$ cat src/rtl/core/adp_pkg.sv
// Shared types and constants for the anisotropic diffusion pixel filter.
// Used by adp_cond, adp_accum and anisotropic_diffusion_pixel.
package adp_pkg;

   localparam int NUM_DIR    = 4;
   localparam int PIX_W      = 16;
   localparam int DIFF_W     = PIX_W + 1;
   localparam int COND_W     = 24;
   localparam int DEN_W      = 64;
   localparam int NUM_W      = 54;
   localparam int GAIN_SHIFT = 38;
   localparam int PROD_W     = COND_W + 1 + DIFF_W;
   localparam int SUM_W      = PROD_W + 2;
   localparam int CORR_W     = SUM_W - COND_W + 2;

   localparam logic [DEN_W-1:0] ONE_INV = DEN_W'(64'h4000_0000);

   localparam logic [1:0] REG_GUIDED_MODE = 2'd0;
   localparam logic [1:0] REG_INV_THR_SQ  = 2'd1;
   localparam logic [1:0] REG_GAIN        = 2'd2;

   typedef logic [NUM_DIR-1:0][DIFF_W-1:0] diff_vec_type;
   typedef logic [NUM_DIR-1:0][COND_W-1:0] cond_vec_type;

   typedef struct packed {
      logic             valid;
      logic             border;
      logic [PIX_W-1:0] centre;
   } side_type;

endpackage

$ cat src/rtl/core/adp_accum.sv
// Weighted sum of differences, round half to even, add to centre, saturate;
// border beats keep the centre. Four register stages. Uses adp_pkg.
module adp_accum import adp_pkg::*; (
   input  logic             clock,
   input  logic             reset,
   input  logic             advance,
   input  cond_vec_type     cond_in,
   input  diff_vec_type     diff_in,
   input  side_type         side_in,
   output logic             valid_out,
   output logic [PIX_W-1:0] filtered
);

   localparam logic [COND_W-1:0] HALF = COND_W'(1) << (COND_W - 1);
   localparam int RES_W = CORR_W + 1;

   side_type side_ff [0:2];
   logic signed [NUM_DIR-1:0][PROD_W-1:0] prod_ff;
   logic signed [SUM_W-1:0]  sum_ff;
   logic signed [CORR_W-1:0] corr_ff;
   logic                     valid_ff;
   logic [PIX_W-1:0]         filtered_ff;

   logic signed [NUM_DIR-1:0][PROD_W-1:0] prod_in;
   logic signed [SUM_W-1:0]  sum_in;
   logic signed [CORR_W-1:0] corr_in;
   logic [PIX_W-1:0]         filtered_in;

   always_comb begin
      logic [SUM_W-1:0]          mag;
      logic [SUM_W-COND_W-1:0]   quo;
      logic [COND_W-1:0]         frac;
      logic [SUM_W-COND_W:0]     rnd;
      logic signed [RES_W-1:0]   res;
      for (int k = 0; k < NUM_DIR; k++)
         prod_in[k] = $signed({1'b0, cond_in[k]}) * $signed(diff_in[k]);
      sum_in = '0;
      for (int k = 0; k < NUM_DIR; k++)
         sum_in = sum_in + SUM_W'($signed(prod_ff[k]));
      mag  = sum_ff[SUM_W-1] ? SUM_W'(-sum_ff) : SUM_W'(sum_ff);
      quo  = mag[SUM_W-1:COND_W];
      frac = mag[COND_W-1:0];
      rnd  = {1'b0, quo} + ((frac > HALF || (frac == HALF && quo[0])) ? 1'b1 : 1'b0);
      corr_in = sum_ff[SUM_W-1] ? -$signed(CORR_W'(rnd)) : $signed(CORR_W'(rnd));
      res = RES_W'($signed(side_ff[2].centre)) + RES_W'(corr_ff);
      if (side_ff[2].border)
         filtered_in = side_ff[2].centre;
      else if (res > RES_W'(32767))
         filtered_in = 16'h7fff;
      else if (res < -RES_W'(32768))
         filtered_in = 16'h8000;
      else
         filtered_in = res[PIX_W-1:0];
   end

   always_ff @(posedge clock) begin
      if (reset) begin
         side_ff[0] <= '0;
         side_ff[1] <= '0;
         side_ff[2] <= '0;
         valid_ff   <= 1'b0;
      end else if (advance) begin
         side_ff[0] <= side_in;
         side_ff[1] <= side_ff[0];
         side_ff[2] <= side_ff[1];
         valid_ff   <= side_ff[2].valid;
      end
   end

   always_ff @(posedge clock) begin
      if (advance) begin
         prod_ff     <= prod_in;
         sum_ff      <= sum_in;
         corr_ff     <= corr_in;
         filtered_ff <= filtered_in;
      end
   end

   assign valid_out = valid_ff;
   assign filtered  = filtered_ff;

endmodule

$ cat config.mk
export PLATFORM = sky130hd
export DESIGN_NAME = adp_accum
export DESIGN_NICKNAME = d
export VERILOG_FILES = /design/src/rtl/core/adp_pkg.sv /design/src/rtl/core/adp_accum.sv
export SDC_FILE = /design/constraint.sdc
export NUM_CORES = 2
export LEC_CHECK = 0
export BUFFER_PORTS_ARGS = -buffer_cell sky130_fd_sc_hd__buf_2
export CELL_PAD_IN_SITES_DETAIL_PLACEMENT = 1
export CELL_PAD_IN_SITES_GLOBAL_PLACEMENT = 1
export CORE_ASPECT_RATIO = 1.25
export CORE_MARGIN = 5
export CORE_UTILIZATION = 45
export CTS_BUF_LIST = sky130_fd_sc_hd__clkbuf_8
export CTS_CLUSTER_DIAMETER = 100
export DETAILED_ROUTE_END_ITERATION = 16
export GPL_TIMING_DRIVEN = 0
export PLACE_DENSITY_LB_ADDON = 0.08
export SLEW_MARGIN = 10
export SYNTH_ARGS = -nofsm -noshare
export SYNTH_HDL_FRONTEND = slang
export SYNTH_SLANG_ARGS = --single-unit
$ cat constraint.sdc
create_clock -name clock -period 21.1 [get_ports clock]
set_clock_uncertainty 0.05 [all_clocks]
set_input_delay 6.33 -clock clock [delete_from_list [all_inputs] [get_ports clock]]
set_output_delay 6.33 -clock clock [all_outputs]
set_load 0.02 [all_outputs]
==> results.cfg <==
[timing]
setup_viol = 0
fin_crit_sh_pct = 66.5
worstMarginPinSlew_ns = 0.996
finalHoldViolCount = 0
min_period_ns = 14.04
max-slew-margin-rel_pct = 33.6
fmax_ghz = 0.0712
slew_violations = 0
finalSetupTns_ns = 0
grt_setup_unrepaired = no

[logic_synthesis]
synthDistinctLibCells = 92
synth_edf_count = 304
postSynthCellCount = 7443
synth_top_area_share_pct = 39.8
async_reset_ff_share_pct = 0
synthesis.area_sq_um = 70500
syn_nets = 9666
synth_top_family_by_area = adder cells
yosys-top-cells-area = fa_1, edfxtp_1, ha_1, inv_1, and2_1
avgSynthCellArea_sq_um = 9.47
ys_warn_count = 0
synth_xor_area_share_pct = 3.10
synth_compound_area_share_pct = 6.18
yosys.area_share.simple_pct = 16.3
synth_ff_type = edfxtp_1
ys_ff_latch = 305
yosysSeqAreaShare_pct = 13.0
synth_mux_area_share_pct = 0.122
synth-adder-area-share_pct = 51.1
synth_largest_area_cell = fa_1

[critical_path]
startpoint = diff_in[19]
cp_max_fo = 10
critPathTopFamily = adder cells
cpMostUsedCell = fa_1
slowest_stage = o21ai_0
crit_type = in -> reg
reg2reg_depth = 25
cp-end-kind = flip-flop
cp.arrival_ns = 14.34
cpPeakStageDelay_ns = 0.61
ff2ff_setup_slack_ns = 13.46
worstReg2RegEnd = corr_ff[19]
cp-start-kind = input port
path_buf_inv = 7
r2r-start = sum_ff[43]
critPathRequiredTime_ns = 21.41

[global_routing]
grt_max_degree = 115
grt_usage_pct = 27.2
overflow = 0
grt_pass1_vias = 59400
antenna_found_initial = 10
grt_pass1_wl_um = 342000

[run_status]
status = complete, no violations

[clocking]
cts.repair.resized = 0
cts_root_buf = clkbuf_8
cts_hold_buffers = 0
cts_tree = done
cts-htree-levels = 2
cts_buffers = 55
clk_pin_slew_ns = 0.07
cts_buffer_depth = 3
cts.sinks = 305
worstSkewPairLatency_ns = 0.66
cts_setup_buffers = 0

[cells_and_area]
layout.cells.most_common = inv_1
nNetsFinal = 9926
final_cell_mix = inv_1, fa_1, nand2_1
fill_cells = 18100
drive_gt1_share_pct = 4.45
area_delta_synth_final_pct = 6.78

[floorplan]
die_area_sq_um = 165000
fp-row-count = 162
core_sq_um = 156000
die_h_um = 452
die_w_um = 364
start_util_pct = 45.2
io_pins = 202

[min_path]
hp-start = valid_out
min_path_type = reg -> reg
hold_end = valid_out
hold_depth = 2

[routing]
vias = 51900
drtPass1Iterations = 5
final_antenna_net_count = 0
wl_per_cell_um = 22.5
detail_route.vias_per_cell = 5.30
routed_wl_um = 221000
drt_iter0_drc = 2603
drt_drc_violations_left = 0

[placement]
dpl.hpwl_um = 190000
io_buffer_count = 201
gp_congestion = 0.893

[flow_run]
drv_cap = 0
[worst reg2reg max path: cells and delay by family, from the launching register on]
kind,cells,cell delay [ns]
AOI/OAI and AO/OA,6,1.40
adders and majority gates,2,0.54
buffers and inverters,7,3.11
DFF,1,0.51
muxes,2,0.40
and+or+nand+nor,8,1.36
[layout make-up]
cell class	count	area [sq um]	share of cell area [%]
antenna	2	5.00	0.00665
buffer	271	1030	1.37
clock buffer	55	757	1.01
clock inverter	46	377	0.500
inverter	1638	6150	8.17
multi-input combinational	5229	54200	72.0
sequential	305	9150	12.2
tap	2050	2560	3.41
timing repair buffer	203	1070	1.42
[per-stage QoR]
stage                     instance area (sq um)  worst slack, ns  util [%]  hold slack, ns  std cells
after floorplan                           70500             8.41         -           0.406       7443
final                                     75300             7.06      48.3           0.449       9799
after CTS                                 75300             7.19      48.3           0.460       9797
after detailed placement                  74100             6.50      47.6           0.442       9696
after global routing                      75300             6.88      48.3           0.488       9797
after global placement                    74100             6.60      47.5           0.423       9694
[synth_stat cells (111+ instances only)]
library cell	n
and2_1	812
nand2_1	928
xnor2_1	187
a21o_1	111
o21ai_0	112
inv_1	1638
edfxtp_1	304
a21oi_1	193
fa_1	1402
clkbuf_1	262
nor2_1	203
ha_1	636
[logic make-up after synthesis]
family                     count (synthesis)
DFF                                      305
buffers and inverters                   1909
xor gates and xnor gates                 249
adders and majority gates               2038
AOI/OAI and AO/OA                        659
and+or+nand+nor                         2275
muxes                                      8
[worst max-delay path by stage]
stage	end	slack, ns	depth (start not counted)
2_1_floorplan	prod_ff[40]	8.41	26
3_3_place_gp	prod_ff[83]	6.60	25
3_5_place_dp	prod_ff[83]	6.50	25
4_1_cts	prod_ff[83]	7.19	25
5_1_grt	prod_ff[83]	6.88	25
6_report	prod_ff[83]	7.06	25
[sequential cells by signal, indices dropped and copies added, names as in the netlist]
name       cells
prod_ff      168
corr_ff       22
sum_ff        44
filtered      16
side_ff       54
valid_out      1
[routing by layer]
| metal | vias up | wire, um | global-route usage [%] |
|---|---|---|---|
| met5 | - | 13 | 0 |
| met4 | 2 | 8950 | 8.96 |
| met3 | 385 | 7270 | 2.11 |
| met2 | 1089 | 117000 | 51.1 |
| met1 | 27200 | 87400 | 32.9 |
| li1 | 23200 | - | - |
Power is left out: the tool's default activity adds up to more than one toggle a clock period on the data nets, which glitch-free logic cannot reach.
